File: src/mgp_pkg.sv
// ----------------------------------------------------------------------------
// mgp_pkg
// Shared types and constants for the selectable PRNG bank.
// ----------------------------------------------------------------------------
package mgp_pkg;

    localparam int unsigned SEL_W  = 3;
    localparam int unsigned SEED_W = 32;
    localparam int unsigned WORD_W = 64;

    // Generator codes; code 7 is treated as splitmix64
    typedef enum logic [SEL_W-1:0] {
        GEN_XORSHIFT32 = 3'd0,
        GEN_MINSTD     = 3'd1,
        GEN_GLIBC      = 3'd2,
        GEN_MSVC       = 3'd3,
        GEN_JAVA48     = 3'd4,
        GEN_PCG32      = 3'd5,
        GEN_SPLITMIX64 = 3'd6
    } gen_sel_t;

    localparam logic KIND_SEED    = 1'b0;
    localparam logic KIND_ADVANCE = 1'b1;

    localparam logic [63:0] PCG_MUL    = 64'd6364136223846793005;
    localparam logic [63:0] PCG_INC    = 64'd1442695040888963407;
    localparam logic [63:0] JAVA_MUL   = 64'h0000_0005_DEEC_E66D;
    localparam logic [63:0] JAVA_ADD   = 64'h0000_0000_0000_000B;
    localparam logic [63:0] MINSTD_MUL = 64'd48271;
    localparam logic [31:0] MINSTD_MOD = 32'h7FFF_FFFF;
    localparam logic [63:0] GLIBC_MUL  = 64'd1103515245;
    localparam logic [31:0] GLIBC_ADD  = 32'd12345;
    localparam logic [63:0] MSVC_MUL   = 64'd214013;
    localparam logic [31:0] MSVC_ADD   = 32'd2531011;
    localparam logic [63:0] SM_GAMMA   = 64'h9E37_79B9_7F4A_7C15;
    localparam logic [63:0] SM_MIX1    = 64'hBF58_476D_1CE4_E5B9;
    localparam logic [63:0] SM_MIX2    = 64'h94D0_49BB_1331_11EB;

    typedef enum logic [2:0] {
        ST_IDLE,
        ST_MUL1,
        ST_MUL2,
        ST_FOLD,
        ST_DONE
    } core_state_t;

    typedef enum logic [1:0] {
        MS_LO,
        MS_CROSS_AB,
        MS_CROSS_BA,
        MS_SUM
    } mul_step_t;

    typedef struct packed {
        logic        start;
        logic [63:0] a;
        logic [63:0] b;
    } mul_req_t;

    typedef struct packed {
        logic        done;
        logic [63:0] product;
    } mul_rsp_t;

endpackage

File: src/mgp_in_if.sv
// ----------------------------------------------------------------------------
// mgp_in_if
// Item channel: seed load or advance request.
// ----------------------------------------------------------------------------
interface mgp_in_if;
    logic        valid;
    logic        ready;
    logic        kind;
    logic [31:0] seed_value;

    modport source (output valid, output kind, output seed_value, input ready);
    modport sink   (input valid, input kind, input seed_value, output ready);
endinterface

File: src/mgp_out_if.sv
// ----------------------------------------------------------------------------
// mgp_out_if
// Result channel: one random word per advance.
// ----------------------------------------------------------------------------
interface mgp_out_if;
    logic        valid;
    logic        ready;
    logic [63:0] random_word;

    modport source (output valid, output random_word, input ready);
    modport sink   (input valid, input random_word, output ready);
endinterface

File: src/mgp_mul.sv
// ----------------------------------------------------------------------------
// mgp_mul
// Iterative 64x64 multiplier, low 64 bits of the product, built on one
// 32x32 multiplier used over three partial products.
// ----------------------------------------------------------------------------
module mgp_mul (
    input  logic              clk,
    input  logic              rst_n,
    input  mgp_pkg::mul_req_t req,
    output mgp_pkg::mul_rsp_t rsp
);
    import mgp_pkg::*;

    logic        busy_reg;
    logic        done_reg;
    mul_step_t   step_reg;
    logic [63:0] a_reg;
    logic [63:0] b_reg;
    logic [63:0] prod_reg;
    logic [63:0] acc_reg;
    logic [31:0] op_a;
    logic [31:0] op_b;
    logic [63:0] mul_out;

    always_comb
    begin
        case (step_reg)
            MS_LO:
            begin
                op_a = a_reg[31:0];
                op_b = b_reg[31:0];
            end
            MS_CROSS_AB:
            begin
                op_a = a_reg[31:0];
                op_b = b_reg[63:32];
            end
            MS_CROSS_BA:
            begin
                op_a = a_reg[63:32];
                op_b = b_reg[31:0];
            end
            default:
            begin
                op_a = '0;
                op_b = '0;
            end
        endcase
        mul_out = {32'h0, op_a} * {32'h0, op_b};
    end

    always_ff @(posedge clk or negedge rst_n)
    begin
        if (!rst_n)
        begin
            busy_reg <= 1'b0;
            done_reg <= 1'b0;
            step_reg <= MS_LO;
        end
        else
        begin
            done_reg <= busy_reg && (step_reg == MS_SUM);
            if (req.start)
            begin
                busy_reg <= 1'b1;
                step_reg <= MS_LO;
            end
            else if (busy_reg)
            begin
                case (step_reg)
                    MS_LO:       step_reg <= MS_CROSS_AB;
                    MS_CROSS_AB: step_reg <= MS_CROSS_BA;
                    MS_CROSS_BA: step_reg <= MS_SUM;
                    default:
                    begin
                        step_reg <= MS_LO;
                        busy_reg <= 1'b0;
                    end
                endcase
            end
        end
    end

    // cross terms only contribute their low 32 bits
    always_ff @(posedge clk)
    begin
        if (req.start)
        begin
            a_reg <= req.a;
            b_reg <= req.b;
        end
        else if (busy_reg)
        begin
            case (step_reg)
                MS_LO:
                begin
                    prod_reg <= mul_out;
                end
                MS_CROSS_AB:
                begin
                    acc_reg  <= prod_reg;
                    prod_reg <= mul_out;
                end
                MS_CROSS_BA:
                begin
                    acc_reg  <= acc_reg + {prod_reg[31:0], 32'h0};
                    prod_reg <= mul_out;
                end
                default:
                begin
                    acc_reg <= acc_reg + {prod_reg[31:0], 32'h0};
                end
            endcase
        end
    end

    assign rsp.done    = done_reg;
    assign rsp.product = acc_reg;

endmodule

File: src/mgp_core.sv
// ----------------------------------------------------------------------------
// mgp_core
// Sequencer and generator state: seeding rules, pre/post processing around
// the shared multiplier, result hold until the output register is free.
// ----------------------------------------------------------------------------
module mgp_core (
    input  logic                       clk,
    input  logic                       rst_n,
    input  logic [mgp_pkg::SEL_W-1:0]  sel,
    mgp_in_if.sink                     item,
    input  logic                       res_ready,
    output logic                       res_valid,
    output logic [mgp_pkg::WORD_W-1:0] res_word,
    output mgp_pkg::mul_req_t          mul_req,
    input  mgp_pkg::mul_rsp_t          mul_rsp
);
    import mgp_pkg::*;

    core_state_t state_reg, state_next;
    logic        kind_reg, kind_next;
    logic [31:0] narrow_reg, narrow_next;
    logic [63:0] wide_reg, wide_next;
    logic [63:0] word_reg, word_next;
    logic [31:0] fold_reg, fold_next;

    logic [31:0] xs_a, xs_b, xs_val;
    logic [31:0] seed_fold, seed_mod;
    logic [63:0] java_seed;
    logic [63:0] pcg_mix;
    logic [63:0] pcg_rot;
    logic [63:0] sm_state, sm_mix0;
    logic [63:0] product;
    logic [31:0] mstd_fold1, mstd_fold2, mstd_res;
    logic [31:0] lcg_glibc, lcg_msvc;
    logic [63:0] java_next;

    always_comb
    begin
        xs_a   = narrow_reg ^ (narrow_reg << 13);
        xs_b   = xs_a ^ (xs_a >> 17);
        xs_val = xs_b ^ (xs_b << 5);

        // seed mod (2^31-1): one Mersenne fold, then one conditional subtract
        seed_fold = {1'b0, item.seed_value[30:0]} + {31'h0, item.seed_value[31]};
        seed_mod  = (seed_fold >= MINSTD_MOD) ? (seed_fold - MINSTD_MOD) : seed_fold;

        java_seed = {32'h0, item.seed_value} ^ JAVA_MUL;

        // XSH-RR output from the old state
        pcg_mix = ((wide_reg >> 18) ^ wide_reg) >> 27;
        pcg_rot = {pcg_mix[31:0], pcg_mix[31:0]} >> wide_reg[63:59];

        sm_state = wide_reg + SM_GAMMA;
        sm_mix0  = sm_state ^ (sm_state >> 30);

        product    = mul_rsp.product;
        mstd_fold1 = {1'b0, product[30:0]} + {15'h0, product[47:31]};
        mstd_fold2 = {1'b0, fold_reg[30:0]} + {31'h0, fold_reg[31]};
        mstd_res   = (mstd_fold2 >= MINSTD_MOD) ? (mstd_fold2 - MINSTD_MOD) : mstd_fold2;

        lcg_glibc = product[31:0] + GLIBC_ADD;
        lcg_msvc  = product[31:0] + MSVC_ADD;
        java_next = product + JAVA_ADD;
    end

    always_comb
    begin
        state_next  = state_reg;
        kind_next   = kind_reg;
        narrow_next = narrow_reg;
        wide_next   = wide_reg;
        word_next   = word_reg;
        fold_next   = fold_reg;
        mul_req     = '0;
        item.ready  = (state_reg == ST_IDLE);
        res_valid   = 1'b0;

        case (state_reg)
            ST_IDLE:
            begin
                if (item.valid)
                begin
                    kind_next = item.kind;
                    if (item.kind == KIND_SEED)
                    begin
                        case (sel)
                            GEN_XORSHIFT32:
                                narrow_next = (item.seed_value == '0) ? 32'd1 : item.seed_value;
                            GEN_MINSTD:
                                narrow_next = (seed_mod == '0) ? 32'd1 : seed_mod;
                            GEN_GLIBC, GEN_MSVC:
                                narrow_next = item.seed_value;
                            GEN_JAVA48:
                                wide_next = {16'h0, java_seed[47:0]};
                            GEN_PCG32:
                            begin
                                // first step from zero leaves the increment
                                mul_req.start = 1'b1;
                                mul_req.a     = PCG_INC + {32'h0, item.seed_value};
                                mul_req.b     = PCG_MUL;
                                state_next    = ST_MUL1;
                            end
                            default:
                                wide_next = {32'h0, item.seed_value};
                        endcase
                    end
                    else
                    begin
                        case (sel)
                            GEN_XORSHIFT32:
                            begin
                                narrow_next = xs_val;
                                word_next   = {32'h0, xs_val};
                                state_next  = ST_DONE;
                            end
                            GEN_MINSTD:
                            begin
                                mul_req.start = 1'b1;
                                mul_req.a     = {32'h0, narrow_reg};
                                mul_req.b     = MINSTD_MUL;
                                state_next    = ST_MUL1;
                            end
                            GEN_GLIBC:
                            begin
                                mul_req.start = 1'b1;
                                mul_req.a     = {32'h0, narrow_reg};
                                mul_req.b     = GLIBC_MUL;
                                state_next    = ST_MUL1;
                            end
                            GEN_MSVC:
                            begin
                                mul_req.start = 1'b1;
                                mul_req.a     = {32'h0, narrow_reg};
                                mul_req.b     = MSVC_MUL;
                                state_next    = ST_MUL1;
                            end
                            GEN_JAVA48:
                            begin
                                mul_req.start = 1'b1;
                                mul_req.a     = wide_reg;
                                mul_req.b     = JAVA_MUL;
                                state_next    = ST_MUL1;
                            end
                            GEN_PCG32:
                            begin
                                word_next     = {32'h0, pcg_rot[31:0]};
                                mul_req.start = 1'b1;
                                mul_req.a     = wide_reg;
                                mul_req.b     = PCG_MUL;
                                state_next    = ST_MUL1;
                            end
                            default:
                            begin
                                wide_next     = sm_state;
                                mul_req.start = 1'b1;
                                mul_req.a     = sm_mix0;
                                mul_req.b     = SM_MIX1;
                                state_next    = ST_MUL1;
                            end
                        endcase
                    end
                end
            end

            ST_MUL1:
            begin
                if (mul_rsp.done)
                begin
                    case (sel)
                        GEN_XORSHIFT32:
                            state_next = ST_IDLE;
                        GEN_MINSTD:
                        begin
                            fold_next  = mstd_fold1;
                            state_next = ST_FOLD;
                        end
                        GEN_GLIBC:
                        begin
                            narrow_next = lcg_glibc;
                            word_next   = {33'h0, lcg_glibc[31:1]};
                            state_next  = ST_DONE;
                        end
                        GEN_MSVC:
                        begin
                            narrow_next = lcg_msvc;
                            word_next   = {49'h0, lcg_msvc[30:16]};
                            state_next  = ST_DONE;
                        end
                        GEN_JAVA48:
                        begin
                            wide_next  = {16'h0, java_next[47:0]};
                            word_next  = {32'h0, java_next[47:16]};
                            state_next = ST_DONE;
                        end
                        GEN_PCG32:
                        begin
                            wide_next  = product + PCG_INC;
                            state_next = (kind_reg == KIND_ADVANCE) ? ST_DONE : ST_IDLE;
                        end
                        default:
                        begin
                            mul_req.start = 1'b1;
                            mul_req.a     = product ^ (product >> 27);
                            mul_req.b     = SM_MIX2;
                            state_next    = ST_MUL2;
                        end
                    endcase
                end
            end

            ST_MUL2:
            begin
                if (mul_rsp.done)
                begin
                    word_next  = product ^ (product >> 31);
                    state_next = ST_DONE;
                end
            end

            ST_FOLD:
            begin
                narrow_next = mstd_res;
                word_next   = {32'h0, mstd_res};
                state_next  = ST_DONE;
            end

            ST_DONE:
            begin
                res_valid = 1'b1;
                if (res_ready)
                    state_next = ST_IDLE;
            end

            default:
                state_next = ST_IDLE;
        endcase
    end

    always_ff @(posedge clk or negedge rst_n)
    begin
        if (!rst_n)
        begin
            state_reg  <= ST_IDLE;
            kind_reg   <= KIND_SEED;
            narrow_reg <= '0;
            wide_reg   <= '0;
        end
        else
        begin
            state_reg  <= state_next;
            kind_reg   <= kind_next;
            narrow_reg <= narrow_next;
            wide_reg   <= wide_next;
        end
    end

    always_ff @(posedge clk)
    begin
        word_reg <= word_next;
        fold_reg <= fold_next;
    end

    assign res_word = word_reg;

endmodule

File: src/multi_generator_prng.sv
// ----------------------------------------------------------------------------
// multi_generator_prng
// Selectable PRNG bank: xorshift32, minstd, glibc/msvc LCG, java48, pcg32,
// splitmix64 behind one iterative 64-bit multiplier.
//
// Usage:
//   cfg_we/cfg_wdata write generator_select; write only while idle.
//   item channel: kind 0 loads seed_value with the generator's seeding rule
//   (no result); kind 1 advances and yields one random_word on result.
//   The core takes one item at a time: it accepts the next only when idle.
//   A 64-bit multiply is three 32x32 steps and a final add plus one handoff.
//   Seeding uses no multiply but for pcg32; advancing uses none for
//   xorshift32, two dependent ones for splitmix64 and one for the rest.
//   Result passes from the core's word register to the output register once that is free.
//   Reset: generator_select 0, both state words 0, channels empty.
//   A stalled receiver holds the output register; the core can finish one
//   more item and then waits until the register is free.
// ----------------------------------------------------------------------------
module multi_generator_prng (
    input  logic                      clk,
    input  logic                      rst_n,
    input  logic                      cfg_we,
    input  logic [mgp_pkg::SEL_W-1:0] cfg_wdata,
    mgp_in_if.sink                    item,
    mgp_out_if.source                 result
);
    import mgp_pkg::*;

    logic [SEL_W-1:0]  sel_reg;
    logic              out_valid_reg, out_valid_next;
    logic [WORD_W-1:0] out_word_reg;
    logic              core_res_valid;
    logic              core_res_ready;
    logic [WORD_W-1:0] core_res_word;
    logic              out_load;
    mul_req_t          mul_req;
    mul_rsp_t          mul_rsp;

    always_ff @(posedge clk or negedge rst_n)
    begin
        if (!rst_n)
            sel_reg <= GEN_XORSHIFT32;
        else if (cfg_we)
            sel_reg <= cfg_wdata;
    end

    mgp_mul u_mul (
        .clk   (clk),
        .rst_n (rst_n),
        .req   (mul_req),
        .rsp   (mul_rsp)
    );

    mgp_core u_core (
        .clk       (clk),
        .rst_n     (rst_n),
        .sel       (sel_reg),
        .item      (item),
        .res_ready (core_res_ready),
        .res_valid (core_res_valid),
        .res_word  (core_res_word),
        .mul_req   (mul_req),
        .mul_rsp   (mul_rsp)
    );

    assign core_res_ready = !out_valid_reg || result.ready;
    assign out_load       = core_res_valid && core_res_ready;

    always_comb
    begin
        out_valid_next = out_valid_reg;
        if (out_load)
            out_valid_next = 1'b1;
        else if (result.ready)
            out_valid_next = 1'b0;
    end

    always_ff @(posedge clk or negedge rst_n)
    begin
        if (!rst_n)
            out_valid_reg <= 1'b0;
        else
            out_valid_reg <= out_valid_next;
    end

    always_ff @(posedge clk)
    begin
        if (out_load)
            out_word_reg <= core_res_word;
    end

    assign result.valid       = out_valid_reg;
    assign result.random_word = out_word_reg;

    // core waits for each product, so starts are never adjacent
    a_mul_spacing: assert property (@(posedge clk) disable iff (!rst_n)
        mul_req.start |=> !mul_req.start)
        else $error("multiplier restarted while busy");

    // a product only returns while the core is waiting for it
    a_done_busy: assert property (@(posedge clk) disable iff (!rst_n)
        mul_rsp.done |-> !item.ready)
        else $error("product returned while core idle");

    // a finished result blocked by a full output register is held
    a_res_hold: assert property (@(posedge clk) disable iff (!rst_n)
        core_res_valid && !core_res_ready |=> core_res_valid && $stable(core_res_word))
        else $error("core result dropped under stall");

endmodule
File: src/flat_wrapper.sv
// flat-port wrapper written by rule: the top's interface ports become plain ports
module multi_generator_prng_flat import mgp_pkg::*;
  (clk, rst_n, cfg_we, cfg_wdata, item_valid, item_kind, item_seed_value, item_ready, result_valid, result_random_word, result_ready);
  mgp_in_if item_i ();
  mgp_out_if result_i ();
  input  logic clk;
  input  logic rst_n;
  input  logic cfg_we;
  input  logic [mgp_pkg::SEL_W-1:0] cfg_wdata;
  input wire logic [$bits(item_i.valid)-1:0] item_valid;
  input wire logic [$bits(item_i.kind)-1:0] item_kind;
  input wire logic [$bits(item_i.seed_value)-1:0] item_seed_value;
  output wire logic [$bits(item_i.ready)-1:0] item_ready;
  output wire logic [$bits(result_i.valid)-1:0] result_valid;
  output wire logic [$bits(result_i.random_word)-1:0] result_random_word;
  input wire logic [$bits(result_i.ready)-1:0] result_ready;
  assign item_i.valid = item_valid;
  assign item_i.kind = item_kind;
  assign item_i.seed_value = item_seed_value;
  assign item_ready = item_i.ready;
  assign result_valid = result_i.valid;
  assign result_random_word = result_i.random_word;
  assign result_i.ready = result_ready;
  multi_generator_prng u_core (.clk(clk), .rst_n(rst_n), .cfg_we(cfg_we), .cfg_wdata(cfg_wdata), .item(item_i), .result(result_i));
endmodule
File: config.mk
export PLATFORM = sky130hd
export DESIGN_NAME = multi_generator_prng_flat
export DESIGN_NICKNAME = d
export VERILOG_FILES = /design/src/mgp_pkg.sv /design/src/mgp_in_if.sv /design/src/mgp_out_if.sv /design/src/mgp_mul.sv /design/src/mgp_core.sv /design/src/multi_generator_prng.sv /design/src/flat_wrapper.sv
export SDC_FILE = /design/constraint.sdc
export NUM_CORES = 2
export LEC_CHECK = 0
export BUFFER_PORTS_ARGS = -buffer_cell sky130_fd_sc_hd__buf_2
export CORE_MARGIN = 2
export CORE_UTILIZATION = 30
export DETAILED_ROUTE_END_ITERATION = 16
export PLACE_DENSITY = 0.5
export SLEW_MARGIN = 20
export SYNTH_ARGS = -nofsm -noshare
export SYNTH_HDL_FRONTEND = slang
export SYNTH_SLANG_ARGS = --single-unit
File: constraint.sdc
create_clock -name clk -period 11 [get_ports clk]
set_clock_uncertainty 0.15 [all_clocks]
set_input_delay 0.55 -clock clk [delete_from_list [all_inputs] [get_ports clk]]
set_output_delay 0.55 -clock clk [all_outputs]
set_load 0.01 [all_outputs]
---- Word-level counts from Yosys, hierarchy flattened ----
Cells that the tools add are included.
Widths: inputs -> output; s select.
storage, ports and cells
  word-level logic and storage cells ...... 151
  output and inout port bits .............. 66
  flip-flop bits (word level) ............. 524
  input bits .............................. 41
operators by class
  shift-type cells ........................ 1
  bitwise gates (word level) .............. 10
  mux-type cells .......................... 54
  add/subtract/negate cells ............... 12
  order comparisons ....................... 2
  multipliers ............................. 1
  reductions and logical operators ........ 29
  eq/ne operators ......................... 26
operators by type and width
  kind                    number
  $pmux 129 s6            1
  $mux 129                5
  $pmux 64 s2             5
  $mux 64                 8
  $pmux 129 s2            1
  $mux 32                 8
  $pmux 64 s4             1
  $pmux 32 s2             3
  $pmux 32 s3             2
  $pmux 64 s3             1
  $add 31x1->32           2
  $add 64x61->64 const B  1
  $add 64x64->64          1
  $add 64x64->64 const B  1
  $ge 32x31->1 const B    2
  $logic_not 32->1        2
  $mul 32x32->64          1
  $shr 64x5->32           1
  $sub 32x31->32 const B  2
  $xor 32x32->32          2
  $xor 64x33->64          1
  $xor 64x34->64          1
  $xor 64x37->64          1
  $add 61x32->62 const A  1
  other kinds (43)        81

---- Depth between registers and ports, before layout ----
  depth in word-level cells ............... 9
  gate-level depth with buffers ........... 40
  depth with buffers taken out ............ 33

---- Cells and area by module ----
Synthesis repeated with hierarchy kept, for this count alone.
unflattened totals
  cell total of the unflattened synthesis .. 8145
  area, all modules ....................... 71064.4 µm²
by module, submodules not included
  module                sequential area each (µm²)  area each (µm²)  cells each  times used
  mgp_mul               7787.5                      42901.1          4447        1
  mgp_core              5385.2                      26081.3          3624        1
  multi_generator_prng  2021.9                      2082.0           74          1

---- Worst setup path after synthesis ----
No wires, ideal clock.
  path type ............................... flip-flop to flip-flop
  from .................................... register u_core.u_mul.step_reg[0]
  to ...................................... register u_core.u_mul.prod_reg[60], data pin
  period minus slack after synthesis ...... 10.074 ns
  setup time .............................. 0.264 ns
  path slack .............................. 0.926 ns
  data arrival time ....................... 9.661 ns
  cell stages (with the launch flop) ...... 40
  required time ........................... 10.586 ns
  buffers on the path ..................... 8
  cells stage by stage .................... dfrtp_1 -> clkbuf_1 -> inv_1 -> clkbuf_1 -> buf_1 -> ha_1 -> or2_2 -> clkbuf_1 -> clkbuf_1 -> nand2_1 -> a21o_1 -> clkbuf_1 -> buf_1 -> nor2_1 -> fa_1 -> inv_1 -> fa_1 -> inv_1 -> [4 not listed] -> fa_1 -> fa_1 -> fa_1 -> fa_1 -> ha_1 -> clkbuf_1 -> a21o_1 -> a21o_1 -> a21oi_1 -> inv_1 -> a21oi_1 -> nor2_1 -> a2111oi_0 -> o211ai_1 -> a31o_2 -> a22o_1 -> a221oi_1 -> xnor2_1
between the ends
  longest elaborated chain between the ends .. 4
  elaborated cells between the ends (all ways) .. 8
  those cells by class .................... 1 x mul; 2 x eq/ne; 2 x mux; 3 x reduce/logical
ends and longest elaborated chain
  element                             line            source
  from (decl)                         mgp_mul.sv:16   mul_step_t step_reg;
  from (signal assigned)              mgp_mul.sv:58   step_reg <= MS_LO;
  from (signal assigned)              mgp_mul.sv:66   step_reg <= MS_LO;
  from (signal assigned)              mgp_mul.sv:71   MS_LO: step_reg <= MS_CROSS_AB;
  $eq 2x1->1 (tied with other cells)  mgp_mul.sv:27   case (step_reg)
  $reduce_or 2->1 (no line)           --
  $pmux 32 s2                         mgp_mul.sv:27
  $mul 32x32->64 *                    mgp_mul.sv:49   mul_out = {32'h0, op_a} * {32'h0, op_b};
  named net u_core.u_mul.mul_out[60]  mgp_mul.sv:23   logic [63:0] mul_out;
  to (signal assigned)                mgp_mul.sv:97   prod_reg <= mul_out;
  to (signal assigned)                mgp_mul.sv:102  prod_reg <= mul_out;
  to (signal assigned)                mgp_mul.sv:107  prod_reg <= mul_out;
  to (decl)                           mgp_mul.sv:19   logic [63:0] prod_reg;
The timed path passes the listed nets; every way through them passes the cells marked *.
A chain may end at the register's enable or synchronous reset.

---- Worst setup path in the final report ----
  from .................................... register u_core.u_mul.step_reg[0]
  to ...................................... register u_core.u_mul.prod_reg[62], data pin
Same word-level chain as after synthesis.

==> results.cfg <==
[status]
status = completed

[synth]
avgSynthCellArea_sq_um = 8.597
synth_nets = 9246
postSynthCellCount = 7979
syn-cell-area_sq_um = 68590
ys_warn_count = 0
synth_edf_count = 385
synth_top_area_share_pct = 26.21
synth-async-reset-ratio_pct = 21.91
synth_top_cell_by_area = fa_1
synthTopCellsByArea = fa_1 (26%), edfxtp_1 (17%), ha_1 (6.0%)
synth_cell_type_count = 95
synth.most_common_cell = nand2_1
synth_commonest_cells = nand2_1 (1018), nor2_1 (991), inv_1 (934)
synth-seq-area-share_pct = 20.79
synth_flop_cell = edfxtp_1
synth-seq-cells = 493

[flow_run]
maxCapViolCount = 0

[critical_path]
reg2reg_depth = 28
crit_fanout = 32
critPathKind = reg -> reg
crit_slowest_cell = a21o_1
critPathMaxStageDelay_ns = 0.65
r2r_end = u_core.u_mul.prod_reg[62]
r2r-start = u_core.u_mul.step_reg[0]
r2r_setup_slack_ns = 0.41
cp_data_required_time_ns = 11.25
cp_data_arrival_time_ns = 10.84
cpMostUsedCell = fa_1
startpoint = u_core.u_mul.step_reg[0]
endpoint_kind = flop
startpoint_type = flop

[grt]
grt_max_degree = 82
overflow = 0
grt_pass1_wl_mm = 463.6
grt_usage_pct = 27.94
antenna_found_initial = 19
grt_pass1_vias = 61280

[placed_design]
port_buffers = 106
place_congestion = 1.027
place_hpwl_mm = 261.4

[sta]
tns_ns = 0
slew_violations = 0
hold_violations = 0
maxSlewHeadroom_pct = 11.75
setup_violations = 0
finalCriticalPeriod_ns = 10.59
finalCritPeriodShare_pct = 96.30
rsz0062_at_grt = false
tightestPinTransition_ns = 1.310
max_freq_mhz = 94.40

[clock_network]
clk_pin_slew_ns = 0.07
cts_inserted_buffers = 58
cts.sinks = 493
cts_tree = done
post_cts_buffers = 0
htreeDepth = 2
clockRootBuffer = clkbuf_16
clockBufferDepth = 3
clock_latency_ns = 0.70

[hold_path]
hold_class = in -> reg
holdPathEnd = u_core.sel_reg[0]
hp-start = cfg_wdata[0]
whs_path_depth = 2

[routing]
drt-total-wl_mm = 329.5
ant_nets = 0
wl_per_cell_um = 30.08
first_pass_iters = 9
num_vias = 61190
viasPerCell = 5.585
drt_iter0_markers = 7038
route.detailed.drc = 0

[die]
fp.dieW_um = 482.2
dieArea_sq_um = 232500
placementRows = 175
start_util_pct = 30.18
io_pins = 107
die_y_um = 482.2
core_area_sq_um = 227300

[layout]
area_growth_pct = 9.779
fillers = 24020
drive_above_1_share_pct = 7.735
fin_nets = 9158
-- how the worst max path moves through the flow --
stage	end	slack, ns	depth (start not counted)
after floorplan	u_core.u_mul.prod_reg[60]	0.93	39
after global placement	u_core.u_mul.prod_reg[62]	0.56	28
after detailed placement	u_core.u_mul.prod_reg[62]	0.46	28
after CTS	u_core.u_mul.prod_reg[62]	0.42	28
after global routing	u_core.u_mul.prod_reg[62]	0.05	28
final	u_core.u_mul.prod_reg[62]	0.41	28
-- layout by cell type (no fill, tap or decap), types with 59 or more instances in the layout --
cell,n
xor2_1,186
a21o_1,106
inv_1,932
dfrtp_1,106
xnor2_1,417
fa_1,898
and2_1,72
o21ai_0,433
nand3_1,96
nand2_1,1015
mux2i_1,65
buf_2,104
buf_4,287
nor3_1,83
a21oi_1,375
nor2_1,982
edfxtp_1,385
and3_1,72
ha_1,325
clkbuf_16,59
-- metal layers --
| layer | track usage (%) | up-vias | share of wire, % |
|---|---|---|---|
| met3 | 5.435 | 748 | 8.9 |
| met1 | 36.35 | 31180 | 40 |
| li1 | - | 25970 | - |
| met2 | 43.99 | 3265 | 45 |
| met5 | 0 | - | 0.035 |
| met4 | 14.53 | 18 | 6.4 |
-- worst max-delay path: cells and delay by family, from the launching register on --
family          cells  cell delay (ns)
compound gates      7             2.29
fa+ha+maj          10             4.78
simple gates        5             1.56
xor+xnor            1             0.14
buf+inv             5             0.82
flops               1             0.56
-- area by class of cell --
type                            instances  area, sq um  area share [%]
Tap cell                             3009         3765           5.000
Clock inverter                         40        496.7          0.6596
Sequential cell                       493        14270           18.95
Clock buffer                           67         1516           2.014
Multi-Input combinational cell       6005        49000           65.07
Antenna cell                            8        20.02         0.02659
Timing Repair Buffer                  395         2718           3.609
Inverter                              938         3523           4.679
-- metrics by stage --
| step | hold WS, ns | cells | setup slack [ns] | util, % | instance area [sq um] |
|---|---|---|---|---|---|
| 2_1_floorplan | 0.1044 | 7979 | 0.9256 | - | 68590 |
| 3_3_place_gp | 0.2535 | 10840 | 0.5579 | 32.21 | 73200 |
| 3_5_place_dp | 0.2545 | 10840 | 0.4551 | 32.22 | 73240 |
| 4_1_cts | 0.06191 | 10950 | 0.4222 | 33.12 | 75270 |
| 5_1_grt | 0.08475 | 10950 | 0.04540 | 33.12 | 75280 |
| 6_report | 0.09586 | 10960 | 0.4069 | 33.13 | 75300 |
-- what timing repair did --
action / 4_1_cts / 5_1_grt
hold endpoints to repair: 26 / 0
hold buffers: 2 / 0
resized for setup: 0 / 0
-- cells by family after synthesis --
family	Yosys count	share of synthesized area [%]
AND/OR/NAND/NOR	2629	16.58
buffers and inverters	1481	8.152
XOR/XNOR	605	7.747
flip-flops	493	20.79
adder cells (fa/ha/maj)	1226	32.19
multiplexers	85	1.310
AO/OA/AOI/OAI	1460	13.22
Power is left out: the tool's default activity adds up to more than one toggle a clock period on the data nets, which glitch-free logic cannot reach.
